--- config.mk ---
export PLATFORM = sky130hd
export DESIGN_NAME = length_prefixed_packet_deframer_unit_flat
export DESIGN_NICKNAME = d
export VERILOG_FILES = /design/src/rtl/core/lppd_pkg.sv /design/src/rtl/core/lppd_if.sv /design/src/rtl/core/lppd_in_stage.sv /design/src/rtl/core/lppd_parser.sv /design/src/rtl/core/lppd_out_stage.sv /design/src/rtl/core/length_prefixed_packet_deframer_unit.sv /design/src/flat_wrapper.sv
export VERILOG_INCLUDE_DIRS = /design/src /design/src/rtl/core
export SDC_FILE = /design/constraint.sdc
export NUM_CORES = 1
export LEC_CHECK = 0
export ABC_CLOCK_PERIOD_IN_PS = 4810
export BUFFER_PORTS_ARGS = -buffer_cell sky130_fd_sc_hd__buf_2
export CORE_AREA = 8 8 142 197
export DETAILED_ROUTE_END_ITERATION = 8
export DIE_AREA = 0 0 150 205
export HOLD_SLACK_MARGIN = 0.05
export REMOVE_ABC_BUFFERS = 1
export SLEW_MARGIN = 20
export SYNTH_ARGS = -nofsm -noshare
export SYNTH_HDL_FRONTEND = slang
export SYNTH_HIERARCHICAL = 1
export SYNTH_SLANG_ARGS = --single-unit
--- constraint.sdc ---
create_clock -name clock -period 4.81 [get_ports clock]
set_input_delay 0.962 -clock clock [delete_from_list [all_inputs] [get_ports clock]]
set_output_delay 0.962 -clock clock [all_outputs]
set_load 0.01 [all_outputs]
--- src/rtl/core/assert_macros.svh ---
// Assertion macros for the deframer core.
// Clock and reset names are those of the top level: clock, reset.
`ifndef ASSERT_MACROS_SVH
`define ASSERT_MACROS_SVH

// Same-cycle implication, checked outside reset
`define LPPD_ASSERT_NOW(label, ante, cons, msg) \
   label: assert property (@(posedge clock) disable iff (reset) (ante) |-> (cons)) \
      else $error(msg);

// Next-cycle implication, checked outside reset
`define LPPD_ASSERT_NEXT(label, ante, cons, msg) \
   label: assert property (@(posedge clock) disable iff (reset) (ante) |=> (cons)) \
      else $error(msg);

`endif

--- src/rtl/core/lppd_pkg.sv ---
// Package of the length-prefixed packet deframer: widths, codes and types.
// No dependencies; used by the interfaces and every module of the core.
package lppd_pkg;

   localparam int BYTE_W          = 8;
   localparam int MSG_LEN_W       = 31;
   localparam int STATUS_W        = 2;
   localparam int HDR_BYTES       = 4;
   localparam int HDR_IDX_W       = 2;

   localparam logic [HDR_IDX_W-1:0] HDR_SEQ_IDX = HDR_IDX_W'(HDR_BYTES - 1);
   localparam logic [MSG_LEN_W-1:0] MAX_SIZE_RESET = MSG_LEN_W'(67108864);

   typedef enum logic [1:0] {
      PH_HEADER  = 2'd0,
      PH_PAYLOAD = 2'd1,
      PH_DISCARD = 2'd2
   } phase_type;

   typedef enum logic [STATUS_W-1:0] {
      ST_OK           = 2'd0,
      ST_OUT_OF_ORDER = 2'd1,
      ST_TOO_LARGE    = 2'd2
   } status_type;

   typedef struct packed {
      logic [BYTE_W-1:0] data_byte;
      logic              resync;
   } item_type;

   typedef struct packed {
      logic [BYTE_W-1:0]    payload_byte;
      logic                 byte_valid;
      logic                 end_of_message;
      logic [MSG_LEN_W-1:0] message_length;
      status_type           status;
   } result_type;

   typedef struct packed {
      logic advance;
      logic stage_full;
   } pipe_ctl_type;

endpackage

--- src/rtl/core/lppd_if.sv ---
// Valid/ready channel interfaces for the deframer: received bytes and results.
// Depends on lppd_pkg for field widths.
interface lppd_req_if;
   logic                         valid;
   logic                         ready;
   logic [lppd_pkg::BYTE_W-1:0]  data_byte;
   logic                         resync;

   modport source (output valid, data_byte, resync, input ready);
   modport sink   (input valid, data_byte, resync, output ready);
endinterface

interface lppd_rsp_if;
   logic                           valid;
   logic                           ready;
   logic [lppd_pkg::BYTE_W-1:0]    payload_byte;
   logic                           byte_valid;
   logic                           end_of_message;
   logic [lppd_pkg::MSG_LEN_W-1:0] message_length;
   logic [lppd_pkg::STATUS_W-1:0]  status;

   modport source (output valid, payload_byte, byte_valid, end_of_message,
                   message_length, status, input ready);
   modport sink   (input valid, payload_byte, byte_valid, end_of_message,
                   message_length, status, output ready);
endinterface

--- src/rtl/core/lppd_in_stage.sv ---
// Input register of the deframer: holds one received transfer.
// Depends on lppd_pkg.
module lppd_in_stage (
   input  logic                   clock,
   input  logic                   reset,
   input  logic                   in_valid,
   input  lppd_pkg::item_type     in_item,
   output logic                   in_ready,
   input  logic                   advance,
   output lppd_pkg::pipe_ctl_type ctl,
   output lppd_pkg::item_type     item
);
   import lppd_pkg::*;

   logic     valid_ff, valid_in;
   item_type item_ff, item_in;

   assign in_ready = !valid_ff || advance;

   always_comb begin
      valid_in = valid_ff;
      item_in  = item_ff;
      if (in_ready) begin
         valid_in = in_valid;
         if (in_valid) begin
            item_in = in_item;
         end
      end
   end

   always_ff @(posedge clock) begin
      if (reset) begin
         valid_ff <= 1'b0;
      end else begin
         valid_ff <= valid_in;
      end
      item_ff <= item_in;
   end

   assign ctl.advance    = advance;
   assign ctl.stage_full = valid_ff;
   assign item           = item_ff;

endmodule

--- src/rtl/core/lppd_parser.sv ---
// Header and payload parser of the deframer: chunk state, sequence check, size check.
// Depends on lppd_pkg.
module lppd_parser #(
   parameter int CHUNK_LENGTH_BITS = 24
) (
   input  logic                            clock,
   input  logic                            reset,
   input  logic [lppd_pkg::MSG_LEN_W-1:0]  max_size,
   input  lppd_pkg::pipe_ctl_type          ctl,
   input  lppd_pkg::item_type              item,
   output logic                            res_valid,
   output lppd_pkg::result_type            res
);
   import lppd_pkg::*;

   localparam int CLB = CHUNK_LENGTH_BITS;

   phase_type              phase_ff, phase_in;
   logic [HDR_IDX_W-1:0]   hdr_idx_ff, hdr_idx_in;
   logic [CLB-1:0]         chunk_ff, chunk_in;
   logic [CLB-1:0]         left_ff, left_in;
   logic [BYTE_W-1:0]      seq_ff, seq_in;
   logic [MSG_LEN_W-1:0]   msg_ff, msg_in;
   logic                   halted_ff, halted_in;

   logic                   step;
   logic [3*BYTE_W-1:0]    len_wide;
   logic [MSG_LEN_W:0]     total;
   logic [MSG_LEN_W-1:0]   total_sat;
   logic [MSG_LEN_W-1:0]   msg_inc;
   logic                   last_byte;

   assign step      = ctl.stage_full && ctl.advance;
   assign total     = {1'b0, msg_ff} + (MSG_LEN_W + 1)'(chunk_ff);
   assign total_sat = total[MSG_LEN_W] ? '1 : total[MSG_LEN_W-1:0];
   assign msg_inc   = msg_ff + MSG_LEN_W'(1);
   assign last_byte = (left_ff == CLB'(1));

   always_comb begin
      case (hdr_idx_ff)
         2'd0:    len_wide = {16'b0, item.data_byte};
         2'd1:    len_wide = {8'b0, item.data_byte, 8'b0};
         default: len_wide = {item.data_byte, 16'b0};
      endcase
   end

   always_comb begin
      phase_in   = phase_ff;
      hdr_idx_in = hdr_idx_ff;
      chunk_in   = chunk_ff;
      left_in    = left_ff;
      seq_in     = seq_ff;
      msg_in     = msg_ff;
      halted_in  = halted_ff;
      res_valid  = 1'b0;
      res        = '{payload_byte: '0, byte_valid: 1'b0, end_of_message: 1'b0,
                     message_length: '0, status: ST_OK};

      if (step) begin
         if (item.resync) begin
            phase_in   = PH_HEADER;
            hdr_idx_in = '0;
            chunk_in   = '0;
            left_in    = '0;
            seq_in     = '0;
            msg_in     = '0;
            halted_in  = 1'b0;
         end else if (!halted_ff) begin
            case (phase_ff)
               PH_PAYLOAD: begin
                  msg_in           = msg_inc;
                  left_in          = left_ff - CLB'(1);
                  res_valid        = 1'b1;
                  res.payload_byte = item.data_byte;
                  res.byte_valid   = 1'b1;
                  if (last_byte) begin
                     phase_in = PH_HEADER;
                     if (chunk_ff != '1) begin
                        res.end_of_message = 1'b1;
                        res.message_length = msg_inc;
                        msg_in             = '0;
                     end
                  end
               end
               PH_DISCARD: begin
                  left_in = left_ff - CLB'(1);
                  if (last_byte) begin
                     phase_in  = PH_HEADER;
                     halted_in = 1'b1;
                  end
               end
               default: begin
                  phase_in = PH_HEADER;
                  if (hdr_idx_ff != HDR_SEQ_IDX) begin
                     chunk_in   = ((hdr_idx_ff == '0) ? '0 : chunk_ff) | len_wide[CLB-1:0];
                     hdr_idx_in = hdr_idx_ff + HDR_IDX_W'(1);
                  end else begin
                     hdr_idx_in = '0;
                     res.end_of_message = 1'b1;
                     if (item.data_byte != seq_ff) begin
                        res_valid          = 1'b1;
                        res.message_length = msg_ff;
                        res.status         = ST_OUT_OF_ORDER;
                        halted_in          = 1'b1;
                     end else begin
                        seq_in = seq_ff + BYTE_W'(1);
                        if (chunk_ff == '0) begin
                           res_valid          = 1'b1;
                           res.message_length = msg_ff;
                           msg_in             = '0;
                        end else if (total >= {1'b0, max_size}) begin
                           res_valid          = 1'b1;
                           res.message_length = total_sat;
                           res.status         = ST_TOO_LARGE;
                           msg_in             = '0;
                           left_in            = chunk_ff;
                           phase_in           = PH_DISCARD;
                        end else begin
                           left_in  = chunk_ff;
                           phase_in = PH_PAYLOAD;
                        end
                     end
                  end
               end
            endcase
         end
      end
   end

   always_ff @(posedge clock) begin
      if (reset) begin
         phase_ff   <= PH_HEADER;
         hdr_idx_ff <= '0;
         chunk_ff   <= '0;
         left_ff    <= '0;
         seq_ff     <= '0;
         msg_ff     <= '0;
         halted_ff  <= 1'b0;
      end else begin
         phase_ff   <= phase_in;
         hdr_idx_ff <= hdr_idx_in;
         chunk_ff   <= chunk_in;
         left_ff    <= left_in;
         seq_ff     <= seq_in;
         msg_ff     <= msg_in;
         halted_ff  <= halted_in;
      end
   end

endmodule

--- src/rtl/core/lppd_out_stage.sv ---
// Result register of the deframer: holds one result until its transfer completes.
// Depends on lppd_pkg.
module lppd_out_stage (
   input  logic                 clock,
   input  logic                 reset,
   input  logic                 res_valid,
   input  lppd_pkg::result_type res,
   output logic                 advance,
   output logic                 out_valid,
   output lppd_pkg::result_type out_res,
   input  logic                 out_ready
);
   import lppd_pkg::*;

   logic       valid_ff, valid_in;
   result_type res_ff, res_in;

   assign advance = !valid_ff || out_ready;

   always_comb begin
      valid_in = valid_ff;
      res_in   = res_ff;
      if (advance) begin
         valid_in = res_valid;
         if (res_valid) begin
            res_in = res;
         end
      end
   end

   always_ff @(posedge clock) begin
      if (reset) begin
         valid_ff <= 1'b0;
      end else begin
         valid_ff <= valid_in;
      end
      res_ff <= res_in;
   end

   assign out_valid = valid_ff;
   assign out_res   = res_ff;

endmodule

--- src/rtl/core/length_prefixed_packet_deframer_unit.sv ---
// Top level of the length-prefixed packet deframer core.
// Depends on lppd_pkg, lppd_if, lppd_in_stage, lppd_parser, lppd_out_stage, assert_macros.svh.
//
// Takes one received byte per cycle on req_ch, unless rsp_ch stalls, and splits the
// stream into chunks of a 3-byte little-endian length and a sequence byte followed
// by the payload; payload bytes come out on rsp_ch, a message's end (its last byte
// or an empty chunk's result) carrying the total length, and sequence or size errors
// come out as one flagged result after which the core drops bytes until a resync
// transfer. A byte that gives a result passes the input register, then the result
// register. req_ch.ready drops only while both registers are full and rsp_ch stalls.
// Write csr_wr_data with csr_wr_en only while idle.
`include "assert_macros.svh"

module length_prefixed_packet_deframer_unit #(
   parameter int CHUNK_LENGTH_BITS = 24
) (
   input  logic                           clock,
   input  logic                           reset,
   lppd_req_if.sink                       req_ch,
   lppd_rsp_if.source                     rsp_ch,
   input  logic                           csr_wr_en,
   input  logic [lppd_pkg::MSG_LEN_W-1:0] csr_wr_data
);
   import lppd_pkg::*;

   logic [MSG_LEN_W-1:0] max_size_ff, max_size_in;
   item_type             in_item, s1_item;
   pipe_ctl_type         ctl;
   logic                 advance;
   logic                 res_valid;
   result_type           res, out_res;

   assign max_size_in = csr_wr_en ? csr_wr_data : max_size_ff;

   always_ff @(posedge clock) begin
      if (reset) begin
         max_size_ff <= MAX_SIZE_RESET;
      end else begin
         max_size_ff <= max_size_in;
      end
   end

   assign in_item.data_byte = req_ch.data_byte;
   assign in_item.resync    = req_ch.resync;

   lppd_in_stage u_in_stage (
      .clock    (clock),
      .reset    (reset),
      .in_valid (req_ch.valid),
      .in_item  (in_item),
      .in_ready (req_ch.ready),
      .advance  (advance),
      .ctl      (ctl),
      .item     (s1_item)
   );

   lppd_parser #(
      .CHUNK_LENGTH_BITS (CHUNK_LENGTH_BITS)
   ) u_parser (
      .clock     (clock),
      .reset     (reset),
      .max_size  (max_size_ff),
      .ctl       (ctl),
      .item      (s1_item),
      .res_valid (res_valid),
      .res       (res)
   );

   lppd_out_stage u_out_stage (
      .clock     (clock),
      .reset     (reset),
      .res_valid (res_valid),
      .res       (res),
      .advance   (advance),
      .out_valid (rsp_ch.valid),
      .out_res   (out_res),
      .out_ready (rsp_ch.ready)
   );

   assign rsp_ch.payload_byte   = out_res.payload_byte;
   assign rsp_ch.byte_valid     = out_res.byte_valid;
   assign rsp_ch.end_of_message = out_res.end_of_message;
   assign rsp_ch.message_length = out_res.message_length;
   assign rsp_ch.status         = out_res.status;

   `LPPD_ASSERT_NOW(a_byte_ok, rsp_ch.valid && rsp_ch.byte_valid, rsp_ch.status == ST_OK, "payload byte with error status")
   `LPPD_ASSERT_NOW(a_err_ends, rsp_ch.valid && rsp_ch.status != ST_OK, rsp_ch.end_of_message && !rsp_ch.byte_valid, "error result not a bare end of message")
   `LPPD_ASSERT_NOW(a_len_eom, rsp_ch.valid && !rsp_ch.end_of_message, rsp_ch.message_length == '0, "length outside end of message")
   `LPPD_ASSERT_NOW(a_stall, rsp_ch.valid && !rsp_ch.ready && ctl.stage_full, !req_ch.ready, "transfer taken while both stages held")
   `LPPD_ASSERT_NEXT(a_csr, csr_wr_en, max_size_ff == $past(csr_wr_data), "size limit write lost")

endmodule
--- src/flat_wrapper.sv ---
// flat-port wrapper written by rule: the top's interface ports become plain ports
module length_prefixed_packet_deframer_unit_flat import lppd_pkg::*;
#(
   parameter int CHUNK_LENGTH_BITS = 24
)
  (clock, reset, csr_wr_en, csr_wr_data, req_ch_valid, req_ch_data_byte, req_ch_resync, req_ch_ready, rsp_ch_valid, rsp_ch_payload_byte, rsp_ch_byte_valid, rsp_ch_end_of_message, rsp_ch_message_length, rsp_ch_status, rsp_ch_ready);
  lppd_req_if req_ch_i ();
  lppd_rsp_if rsp_ch_i ();
  input  logic clock;
  input  logic reset;
  input  logic csr_wr_en;
  input  logic [lppd_pkg::MSG_LEN_W-1:0] csr_wr_data;
  input wire logic [$bits(req_ch_i.valid)-1:0] req_ch_valid;
  input wire logic [$bits(req_ch_i.data_byte)-1:0] req_ch_data_byte;
  input wire logic [$bits(req_ch_i.resync)-1:0] req_ch_resync;
  output wire logic [$bits(req_ch_i.ready)-1:0] req_ch_ready;
  output wire logic [$bits(rsp_ch_i.valid)-1:0] rsp_ch_valid;
  output wire logic [$bits(rsp_ch_i.payload_byte)-1:0] rsp_ch_payload_byte;
  output wire logic [$bits(rsp_ch_i.byte_valid)-1:0] rsp_ch_byte_valid;
  output wire logic [$bits(rsp_ch_i.end_of_message)-1:0] rsp_ch_end_of_message;
  output wire logic [$bits(rsp_ch_i.message_length)-1:0] rsp_ch_message_length;
  output wire logic [$bits(rsp_ch_i.status)-1:0] rsp_ch_status;
  input wire logic [$bits(rsp_ch_i.ready)-1:0] rsp_ch_ready;
  assign req_ch_i.valid = req_ch_valid;
  assign req_ch_i.data_byte = req_ch_data_byte;
  assign req_ch_i.resync = req_ch_resync;
  assign req_ch_ready = req_ch_i.ready;
  assign rsp_ch_valid = rsp_ch_i.valid;
  assign rsp_ch_payload_byte = rsp_ch_i.payload_byte;
  assign rsp_ch_byte_valid = rsp_ch_i.byte_valid;
  assign rsp_ch_end_of_message = rsp_ch_i.end_of_message;
  assign rsp_ch_message_length = rsp_ch_i.message_length;
  assign rsp_ch_status = rsp_ch_i.status;
  assign rsp_ch_i.ready = rsp_ch_ready;
  length_prefixed_packet_deframer_unit #(.CHUNK_LENGTH_BITS(CHUNK_LENGTH_BITS)) u_core (.clock(clock), .reset(reset), .req_ch(req_ch_i), .rsp_ch(rsp_ch_i), .csr_wr_en(csr_wr_en), .csr_wr_data(csr_wr_data));
endmodule
# Yosys cells after proc, flatten, opt, wreduce, memory -nomap -nowiden
# Index checks and enable logic that the tools add are counted.
# totals
register_bits,177
input_bits,45
out_inout_bits,45
# classes
n_addsub,5
order_cmp,1
n_eq_ne,18
n_mux,62
n_bitwise,3
reduce_logical,22
# ops
operator,count
31-bit two-way mux,10
24-bit two-way mux,11
33-bit two-way mux,2
32-bit two-way mux,2
32-bit one-hot mux with 2 select lines,1
31-bit one-hot mux with 2 select lines,1
24-bit one-hot mux with 2 select lines,1
8-bit two-way mux,5
34-bit two-way mux,1
31-bit by 24-bit adder with 32-bit output,1
32-bit by 31-bit >= comparator with 1-bit output,1
31-bit by 1-bit adder with 31-bit output (second input constant),1
2-bit two-way mux,13
24-bit by 1-bit equality test with 1-bit output (second input constant),1
24-bit logical NOT,1
24-bit != test (second input constant),1
24-bit OR,1
24-bit by 1-bit subtractor with 24-bit output (second input constant),1
1-bit two-way mux,13
2-bit by 1-bit != test with 1-bit output (second input constant),5
5-bit AND reduction,2
3-bit by 1-bit != test with 1-bit output (second input constant),3
3-bit by 2-bit != test with 1-bit output (second input constant),3
8-bit by 1-bit adder with 8-bit output (second input constant),1
other kinds (22),29

# Longest topological paths before layout
# Gate-level depths: netlist of run 1.
# depth
depth_word,11
mapped_depth,20
depth_no_buf,20

# Hierarchy
# Netlist of run 1, hierarchy kept.
# by_module_without_submodules
module,instances,cells_per_inst,area_each_um2,seq_area_each_um2
lppd_parser,1,1166,8231.6,1841.8
lppd_out_stage,1,48,1346.3,1311.3
length_prefixed_packet_deframer_unit,1,100,1116.1,620.6
lppd_in_stage,1,16,340.3,290.3

# Worst setup path before layout of run 1
# Ideal clock, no wire load.
# synth_timing
path_type,flip-flop to flip-flop
start,register u_core.u_parser.msg_ff[0]
end,register u_core.u_parser.msg_ff[29]
arrival_time_ns,4.611
t_required_ns,4.709
slack_ns,0.098
stages_incl_launch_ff,19
n_path_buf,0
synth_period_minus_slack_ns,4.712
path_cell_list,dfxtp_1 > ha_1 > fa_1 > a211oi_1 > o21a_1 > a211oi_1 > a21bo_2 > a31oi_1 > nor2_1 > xnor2_1 > ha_1 > a21oi_1 > o21ai_0 > nor3_1 > o21ai_0 > o22ai_1 > a31oi_1 > or4b_2 > o41ai_1
# synth_via
elab_chain_len,6
word_cells_on_any_way,10
classes_between,add/sub (2); order compare (1); mux (5); reduce/logical (2)
# synth_rtl
item,line_no,rtl
"start, declared",lppd_parser.sv:23,"logic [MSG_LEN_W-1:0] msg_ff, msg_in;"
"start signal, assigned",lppd_parser.sv:145,msg_ff <= msg_in;
"parallel branches: the longest is 6 deep, another holds 31-bit by 24-bit adder with 32-bit output",n/a,
# Several ways; the timed one is not identified. The select of a mux whose other input is x is not followed.
# A chain may end at the register's enable or synchronous reset.

# Worst setup path in the final report of run 1
# layout_timing
start,register u_core.u_parser.chunk_ff[6]
end,"register u_core.u_out_stage.res_ff, in the netlist u_core/u_out_stage/out_res[24], enable pin"
# layout_via
elab_chain_len,11
word_cells_on_any_way,12
classes_between,add/sub (1); order compare (1); mux (8); reduce/logical (2)
# layout_rtl
item,line_no,rtl
"start, declared",lppd_parser.sv:20,"logic [CLB-1:0] chunk_ff, chunk_in;"
"start signal, assigned",lppd_parser.sv:142,chunk_ff <= chunk_in;
31-bit by 24-bit adder with 32-bit output,lppd_parser.sv:34,"assign total = {1'b0, msg_ff} + (MSG_LEN_W + 1)'(chunk_ff);"
32-bit by 31-bit >= comparator with 1-bit output,lppd_parser.sv:111,"end else if (total >= {1'b0, max_size}) begin"
1-bit two-way mux,lppd_parser.sv:111,
1-bit two-way mux *,lppd_parser.sv:107,if (chunk_ff == '0) begin
1-bit two-way mux *,lppd_parser.sv:100,if (item.data_byte != seq_ff) begin
1-bit two-way mux *,lppd_parser.sv:94,if (hdr_idx_ff != HDR_SEQ_IDX) begin
1-bit one-hot mux with 2 select lines *,lppd_parser.sv:69,case (phase_ff)
1-bit two-way mux *,lppd_parser.sv:68,end else if (!halted_ff) begin
1-bit two-way mux *,lppd_parser.sv:60,if (item.resync) begin
1-bit two-way mux *,lppd_parser.sv:59,if (step) begin
via u_core.res_valid,length_prefixed_packet_deframer_unit.sv:30,logic res_valid;
2-bit AND reduction (no source line) *,n/a,
"end signal, assigned",lppd_out_stage.sv:37,res_ff <= res_in;
"end, declared",lppd_out_stage.sv:16,"result_type res_ff, res_in;"
# Mark *: on every way through the listed nets, which the timed path passes. The rest lies on a longest branch.

==> results.toml, run 1 <==
[grt]
top_usage_layer = "met2"
grt_use_met2 = 0.422
grt_pass1_vias = 10300
use_met3 = 0.0382
grt_overflow = 0
antenna_found_initial = 0
use_met1 = 0.256
grt_pass1_wl_um = 55900
grt_max_degree = 62
track_usage = 0.235

[timing]
finClkSkew_ns = 0.0151
slew_headroom = 0.344
worst_pin_slew_ns = 0.981
max_freq_ghz = 0.211
worst_slack_ns = 0.0702
period_share = 0.985
final-hold-violation-count = 0
setup_viol = 0
final-max-slew-violation-count = 0
period_minus_slack_ns = 4.74

[clock_tree]
cts_sinks = 177
insertion_delay_ns = 0.46
cts_hold_buf = 0
cts_max_level = 4
cts_tree = "yes"
cts_max_path_buffers = 2
path_clk_slew_ns = 0.08
root_buffer = "clkbuf_16"
cts_made_buffers = 17

[placement]
gp_congestion = 0.925
port-buffer-count = 89
dpl.hpwl_um = 26700
dp_slack_ns = -0.148
dpl_cell_area_um2 = 12200

[min_path]
hold_start = "u_core/u_parser/left_ff[19]"
hold_class = "register to register"

[detailed_routing]
vias_per_cell = 5.91
drtPass1Iterations = 9
routed_wl_um = 36500
post_drt_wl_per_cell_um = 20.3
drc = 0
ant_nets = 0
vias = 10600
first_iter_violations = 917

[floorplanning]
rows = 69
die_w_um = 150
dieArea_um2 = 30800
pin_count = 90
core_area_um2 = 25000
start_util = 0.441
die_h_um = 205

[synth]
synth-seq-cells = 177
yosysTopAreaCellShare = 0.227
ys_seq_area_frac = 0.368
ys_async_sr_fraction = 0
synth.distinct_cells = 73
yosys.area.top_type = "dfxtp_1"
synth_edf_count = 52
syn_avg_cell_area_um2 = 8.30
syn_area_um2 = 11000
yosys-top-cells-area = "dfxtp_1 (23%), edfxtp_1 (14%), ha_1 (7.3%)"
netlist_top_cells_count = "nor2_1 (165), a21oi_1 (125), dfxtp_1 (125)"
synth_ff_type = "dfxtp_1"
yosys_warnings = 6
yosysMostFrequentCell = "nor2_1"
synth_cells = 1330

[setup_path]
arrival_ns = 4.88
crit_start = "u_core/u_parser/chunk_ff[6]"
crit_path_start_kind = "register"
worst-r2r-setup-slack_ns = 0.07
end_kind = "register"
regToRegStartpoint = "u_core/u_parser/chunk_ff[6]"
required_ns = 4.95
worstSetupPathType = "register to register"
cp_max_fo = 8

[status]
status = "completed"

[finish]
diodes = 0
fillers = 2449
drive_gt1_frac = 0.186
final_util = 0.522
fin_area_um2 = 13100
ff_latch_area_um2 = 4070
num-nets-final = 1577
area_growth_pct = 18.5
multi_input_area_um2 = 6560

[power]
total_power_mw = 3.34
peakVddDrop_mv = 0.257
power_density_nw_per_um2 = 255
p_leak_nw = 5.23

[flow_run]
drv_cap = 0
-- placed cells by master (no fill, tap or decap), types with 19 or more instances in the layout --
cell type	n
buf_4	94
ha_1	59
a21oi_1	121
nor2_1	164
a21o_1	21
xnor2_1	21
o21ai_0	79
nor3_1	44
and3_1	19
xor2_1	28
mux2i_1	44
dfxtp_1	121
a22oi_1	30
nand4_1	24
nand3_1	34
edfxtp_1	52
nand2_1	120
inv_1	58
buf_2	89
-- routing by layer --
| layer | up-vias | routed length (µm) |
|---|---|---|
| met5 | - | 0 |
| met4 | 0 | 1580 |
| met3 | 77 | 1810 |
| met2 | 340 | 19000 |
| met1 | 5076 | 14000 |
| li1 | 5135 | - |
-- final cells by class --
cell class              count  share of cell area
repair buffers            186              0.0913
well taps                 319              0.0305
clock buffers              17              0.0325
multi-input cells        1027               0.502
inverters                  58              0.0167
clock inverters            15              0.0158
flip-flops and latches    177               0.311
-- stage by stage --
| step | TNS (ns) | std cells | hold slack (ns) |
|---|---|---|---|
| detailed placement | -6.61 | 1755 | 0.482 |
| floorplan | -0.679 | 1256 | 0.443 |
| global route | -1.33 | 1799 | 0.509 |
| finish | 0 | 1799 | 0.495 |
| CTS | 0 | 1790 | 0.495 |
| global placement | -4.46 | 1755 | 0.464 |
-- registers in the layout (all words and copies together), names as in the netlist --
register,flops
u_core/max_size_ff,31
u_core/u_in_stage/item,9
u_core/u_in_stage/valid_ff,1
u_core/u_out_stage/out_res,43
u_core/u_out_stage/out_valid,1
u_core/u_parser/chunk_ff,24
u_core/u_parser/halted_ff,1
u_core/u_parser/hdr_idx_ff,2
u_core/u_parser/left_ff,24
u_core/u_parser/msg_ff,31
u_core/u_parser/phase_ff,2
u_core/u_parser/seq_ff,8
-- kinds of logic after synthesis --
family,share of synthesized area
compound gates,0.221
xor+xnor,0.0389
buf+inv,0.0539
fa+ha+maj,0.0744
simple gates,0.204
mux,0.0399
flops,0.368
-- timing repair --
item / CTS / global route
resized for setup: 11 / 30
gates cloned: 3 / 3
pin swaps: 4 / 22
buffers inserted: 0 / 6
setup endpoints to repair: 62 / 103
-- final timing paths --
| check | cells after the start | endpoint |
|---|---|---|
| setup / recovery | 21 | u_core/u_out_stage/out_res[24] |
| hold / removal | 2 | u_core/u_parser/left_ff[19] |
| setup reg to reg | 21 | u_core/u_out_stage/out_res[24] |
| hold reg to reg | 2 | u_core/u_parser/left_ff[19] |
-- critical path: stages, from the launching register on --
cell       delay, ns
dfxtp_1         0.34
ha_1            0.40
a21oi_1         0.17
o211ai_1        0.16
a32oi_1         0.31
buf_4           0.17
a21oi_1         0.09
nor3b_2         0.22
buf_4           0.14
xnor2_1         0.08
ha_1            0.34
nand4_1         0.18
a31oi_2         0.23
a2111oi_2       0.06
buf_4           0.14
o21ai_1         0.11
o22ai_1         0.12
buf_4           0.17
nand2_1         0.09
o21ai_1         0.10
a21oi_4         0.47
and2_4          0.35
-- power by group --
part,total (mW),switching [mW],internal (mW)
Combinational,0.295,0.183,0.112
Sequential,1.59,0.0333,1.56
Clock,1.46,0.739,0.717
Total,3.34,0.955,2.38
No activity file was read; power rests on OpenSTA's default activity.
==> run 2: changes to the inputs <==
--- a/config.mk
+++ b/config.mk
@@ -6,7 +6,7 @@
 export SDC_FILE = /design/constraint.sdc
 export NUM_CORES = 1
 export LEC_CHECK = 0
-export ABC_CLOCK_PERIOD_IN_PS = 4810
+export ABC_CLOCK_PERIOD_IN_PS = 4600
 export BUFFER_PORTS_ARGS = -buffer_cell sky130_fd_sc_hd__buf_2
 export CORE_AREA = 8 8 142 197
 export DETAILED_ROUTE_END_ITERATION = 8
==> constraint.sdc (replaced) <==
create_clock -name clock -period 4.6 [get_ports clock]
set_input_delay 0.92 -clock clock [delete_from_list [all_inputs] [get_ports clock]]
set_output_delay 0.92 -clock clock [all_outputs]
set_load 0.01 [all_outputs]
==> run 2 against run 1 <==
  * The run now ends with setup timing left
  * Sequential power is 4% higher
  * Combinational power is 7.5% higher
  * Clock-buffer cell count is the same
  * Final cell count is 3.3% higher
  * Critical path depth up 1
  * Clock skew is 0.0035 ns higher
  * Worst setup slack got worse by 0.11 ns
  * Global-route usage is 0.61 points higher
==> results.toml, run 2 (synthesis gave the netlist of run 1 again) <==
[grt]
grt_pass1_vias = 10500
antenna_found_initial = 0
track_usage = 0.241
grt_pass1_wl_um = 57300
grt_overflow = 0
grt_max_degree = 75

[detailed_routing]
drtPass1Iterations = 7
routed.top_layer = "met4"
ant_nets = 0
vias = 11000
drc = 0
m1WireLength_um = 14200
routed_wl_um = 37600
route.met3.wl_um = 2040
first_iter_violations = 1051
vias_per_cell = 5.90
dr_wl_met2_um = 19100
post_drt_wl_per_cell_um = 20.2

[setup_path]
crit_start = "u_core/u_parser/chunk_ff[0]"
worstSetupPathType = "register to register"
regToRegStartpoint = "u_core/u_parser/chunk_ff[0]"
cp_common_cell = "buf_4"
rr_worst_depth = 22
worst-r2r-setup-slack_ns = -0.04
crit_chain = "ha_4, fa_2, a211oi_2, o21a_2, buf_6, a211oi_4, a21bo_2, buf_4, xor2_2, ha_1, nand4_1, buf_4, nor3_2, o21ai_1, a21oi_1, o22ai_1, buf_4, nand2_4, o21ai_4, a21oi_4, buf_6, and2_4"
cp_max_fo = 6
slowest_stage = "fa_2"
r2r_end = "u_core/u_out_stage/out_res[1]"
critical_path.max_stage_delay_ns = 0.37
cp_top_family = "compound AO/OA/AOI/OAI gates"
required_ns = 4.75
cp_num_buf_inv = 5
crit_path_start_kind = "register"
cp.depth = 22
end_kind = "register"
arrival_ns = 4.79

[clock_tree]
cts_sinks = 177
root_buffer = "clkbuf_16"
insertion_delay_ns = 0.45
cts_tree = "yes"
cts_max_path_buffers = 2
cts_made_buffers = 17
path_clk_slew_ns = 0.08
cts_max_level = 4

[power]
total_power_mw = 3.49
p_leak_nw = 5.58
power_density_nw_per_um2 = 254
peakVddDrop_mv = 0.268

[finish]
drive_gt1_frac = 0.229
area_growth_pct = 24.2
final-instance-count-excl-fill = 1859
layout_commonest_cell = "nor2_1"
multi_input_area_um2 = 6740
ff_latch_area_um2 = 4070
num-nets-final = 1637
mostFrequentLayoutCells = "nor2_1 (165), buf_4 (149), dfxtp_1 (121)"
fillers = 2402
largest_reg_flops = 43
diodes = 0

[timing]
max_freq_ghz = 0.215
period_share = 1.01
worst_pin_slew_ns = 1.09
worst_slack_ns = -0.0412
slew_headroom = 0.273
finClkSkew_ns = 0.0186
final-max-slew-violation-count = 0
setup_viol = 22
period_minus_slack_ns = 4.64
rsz0062_at_grt = "true"
final-hold-violation-count = 0

[placement]
dpl.hpwl_um = 27300
gp_congestion = 0.963
port-buffer-count = 89
placed_cells = 1809

[floorplanning]
die_h_um = 205
start_util = 0.441
rows = 69
pin_count = 90
dieArea_um2 = 30800
core_area_um2 = 25000
die_w_um = 150

[min_path]
holdPathEnd = "u_core/u_parser/phase_ff[0]"
hold_start = "u_core/u_parser/phase_ff[0]"
min_path_cells = 2
hold_class = "register to register"

[status]
failed_checks = "setup timing"
status = "complete, but fails checks"

[flow_run]
drv_cap = 0
## run 2: per-stage QoR
stage | TNS (ns) | area, µm² | util | hold WS, ns | setup WS [ns]
after global placement | -32.52 | 12600 | 0.504 | 0.463 | -0.450
final | -0.536 | 13700 | 0.548 | 0.475 | -0.0412
after global routing | -6.57 | 13700 | 0.548 | 0.519 | -0.156
after floorplan | -12.56 | 10700 | - | 0.443 | -0.308
after detailed placement | -30.32 | 12600 | 0.504 | 0.472 | -0.456
after CTS | 0 | 13400 | 0.536 | 0.480 | 0.00340
## run 2: per-layer routing
metal / vias to the layer above / GRT usage
met5: - / 0
met2: 413 / 0.433
met4: 0 / 0.145
li1: 5248 / -
met1: 5206 / 0.264
met3: 98 / 0.0325
## run 2: power by group
part	leakage (nW)	internal (mW)	switching, mW
Combinational	3.81	0.123	0.193
Clock	0.296	0.784	0.723
Sequential	1.47	1.63	0.0346
## run 2: worst min-delay path: stages (launching register included)
cell and delay, ns:
dfxtp_1 0.32, nand2_1 0.06, a21oi_1 0.05
## run 2: worst max path at each step
stage	endpoint	slack (ns)
final	u_core/u_out_stage/out_res[1]	-0.04
after CTS	u_core/u_out_stage/out_res[40]	0.003
after detailed placement	u_core/u_out_stage/out_res[38]	-0.46
after floorplan	u_core/u_parser/msg_ff[1]	-0.31
after global routing	u_core/u_out_stage/out_res[1]	-0.16
after global placement	u_core/u_out_stage/out_res[38]	-0.45
## run 2: area by class of cell
class,count,area share
Multi-Input combinational cell,1028,0.492
Sequential cell,177,0.297
Timing Repair Buffer,245,0.121
Clock buffer,17,0.0310
Tap cell,319,0.0291
Inverter,58,0.0159
Clock inverter,15,0.0140
## run 2: repair_timing
item,CTS,global route
pin swaps,21,20
setup endpoints to repair,108,104
resized for setup,23,50
hold buffers,0,0
buffers inserted,6,5
cloned,7,0
==> run 3: changes to the inputs <==
==> constraint.sdc (replaced) <==
create_clock -name clock -period 4.6 [get_ports clock]
set_input_delay 1.38 -clock clock [delete_from_list [all_inputs] [get_ports clock]]
set_output_delay 1.38 -clock clock [all_outputs]
set_load 0.01 [all_outputs]
==> run 3 against run 2 <==
  * Largest power group unchanged
  * Die area is the same
  * The flow still finishes with violations (setup timing)
  * Global-route usage shrank 0.45 points
  * Flip-flop and latch count did not move
  * Total power up 1.2%
  * Critical path depth is 3 lower
  * Critical path type unchanged
  * Highest routed layer unchanged
  * Combinational power grew 3%
  * Worst setup slack gained 0.025 ns
  * Wire length decreased by 0.66%
  * Clock-buffer cell count unchanged
  * Non-clock buffer count fell by 22
==> results.toml, run 3 (synthesis gave the netlist of run 1 again) <==
[finish]
mostFrequentLayoutCells = "nor2_1 (163), buf_4 (125), dfxtp_1 (120)"
diodes = 0
largest_reg_flops = 43
layout_commonest_cell = "nor2_1"
drive_gt1_frac = 0.223
fillers = 2413
area_growth_pct = 23.3
fin_area_um2 = 13600
final-instance-count-excl-fill = 1836
num-nets-final = 1614

[setup_path]
worstSetupPathType = "register to register"
end_kind = "register"
critical_path.max_stage_delay_ns = 0.48
crit_chain = "ha_4, fa_2, a211oi_2, o21a_2, a21oi_2, a31oi_2, o21ai_1, a31oi_1, xnor2_1, ha_1, nand4_1, nor3_2, o21ai_1, a21oi_2, o22ai_4, nand2_2, o21ai_4, a21oi_4, and2_4"
slowest_stage = "a21oi_4"
regToRegStartpoint = "u_core/u_parser/chunk_ff[0]"
rr_worst_depth = 19
crit_path_start_kind = "register"
crit_start = "u_core/u_parser/chunk_ff[0]"
cp_max_fo = 8
required_ns = 4.74
arrival_ns = 4.75

[detailed_routing]
drtPass1Iterations = 5
ant_nets = 0
vias = 10800
routed_wl_um = 37300
first_iter_violations = 1039
vias_per_cell = 5.88
post_drt_wl_per_cell_um = 20.3
drc = 0

[timing]
final-hold-violation-count = 0
period_minus_slack_ns = 4.62
slew_headroom = 0.284
worst_slack_ns = -0.0165
setup_viol = 14
worst_pin_slew_ns = 1.07
max_freq_ghz = 0.217
rsz0062_at_grt = "true"
finClkSkew_ns = 0.0169
period_share = 1.00
final-max-slew-violation-count = 0

[floorplanning]
core_area_um2 = 25000
dieArea_um2 = 30800
pin_count = 90
start_util = 0.441
die_w_um = 150
die_h_um = 205
rows = 69

[flow_run]
drv_cap = 0

[clock_tree]
cts_tree = "yes"
cts_sinks = 177
path_clk_slew_ns = 0.08
cts_max_path_buffers = 2
insertion_delay_ns = 0.45
cts_made_buffers = 17
cts_max_level = 4
root_buffer = "clkbuf_16"
cts_hold_buf = 0

[status]
status = "complete, but fails checks"
failed_checks = "setup timing"

[grt]
antenna_found_initial = 0
grt_overflow = 0
track_usage = 0.237
grt_pass1_vias = 10400
grt_pass1_wl_um = 56600
grt_max_degree = 68

[power]
clkPwrFrac = 0.437
power.switching_mw = 0.975
power_density_nw_per_um2 = 259
comb_power_share = 0.093
peakVddDrop_mv = 0.270
seqPwrFrac = 0.470
p_leak_nw = 5.48
p_int_mw = 2.55
swShare = 0.276

[placement]
dpl_cell_area_um2 = 12400
gp_congestion = 0.937
port-buffer-count = 89
dpl.hpwl_um = 26800
placed_cells = 1784

[min_path]
hold_start = "u_core/u_parser/left_ff[19]"
hold_class = "register to register"
min_path_cells = 2
## run 3: cell types whose count changed in the layout (fill, tap and decap cells not counted), sizes merged
cell / before / now
and2: 21 / 20
clkbuf: 17 / 18
buf: 245 / 222
## run 3: final timing paths
check / endpoint / slack [ns]
setup / recovery: u_core/u_out_stage/out_res[0] / -0.02
hold / removal: u_core/u_parser/left_ff[19] / 0.49
setup reg to reg: u_core/u_out_stage/out_res[0] / -0.02
hold reg to reg: u_core/u_parser/left_ff[19] / 0.49
## run 3: layout make-up
type                       instances  area [µm²]  share of cell area
multi-input combinational       1027        6780               0.498
inverter                          58         218              0.0160
sequential                       177        4070               0.299
tap                              319         399              0.0293
clock buffer                      17         425              0.0313
timing repair buffer             223        1510               0.111
clock inverter                    15         209              0.0154
## run 3: through the flow
step / hold WS (ns) / utilization / worst slack, ns / TNS (ns) / total power [mW]
after floorplan: 0.443 / - / -0.308 / -12.56 / 1.85
after global placement: 0.466 / 0.496 / -0.349 / -19.53 / 1.99
after detailed placement: 0.470 / 0.496 / -0.465 / -29.77 / 1.99
after CTS: 0.489 / 0.530 / 0.00129 / 0 / 3.54
after global routing: 0.505 / 0.544 / -0.198 / -9.78 / 3.64
final: 0.485 / 0.544 / -0.0165 / -0.110 / 3.53
## run 3: worst max-delay path, delay by kind of cell (launching register included)
kind / cells / cell delay [ns]
fa+ha+maj: 3 / 0.86
xor+xnor: 1 / 0.13
simple gates: 4 / 0.88
flops: 1 / 0.36
compound gates: 11 / 2.09
## run 3: routing by layer
metal  share of wire  vias up  GRT usage
li1                -     5196          -
met1            0.39     5145      0.261
met2            0.52      365      0.427
met3           0.046       97     0.0329
met4           0.050        0      0.132
met5               0        -          0
## run 3: repair_timing
action | in CTS | in global routing
cloned | 6 | 2
endpoints found under the setup margin | 108 | 108
gates resized for setup | 40 | 55
pin swaps | 24 | 51
setup buffers | 4 | 11
## run 3: power groups by stage
stage / clock network, mW / registers, mW / logic, mW
after floorplan: 0 / 1.68 / 0.165
after global placement: 0 / 1.69 / 0.297
after detailed placement: 0 / 1.69 / 0.301
after CTS: 1.57 / 1.66 / 0.312
after global routing: 1.62 / 1.66 / 0.357
final: 1.54 / 1.66 / 0.327
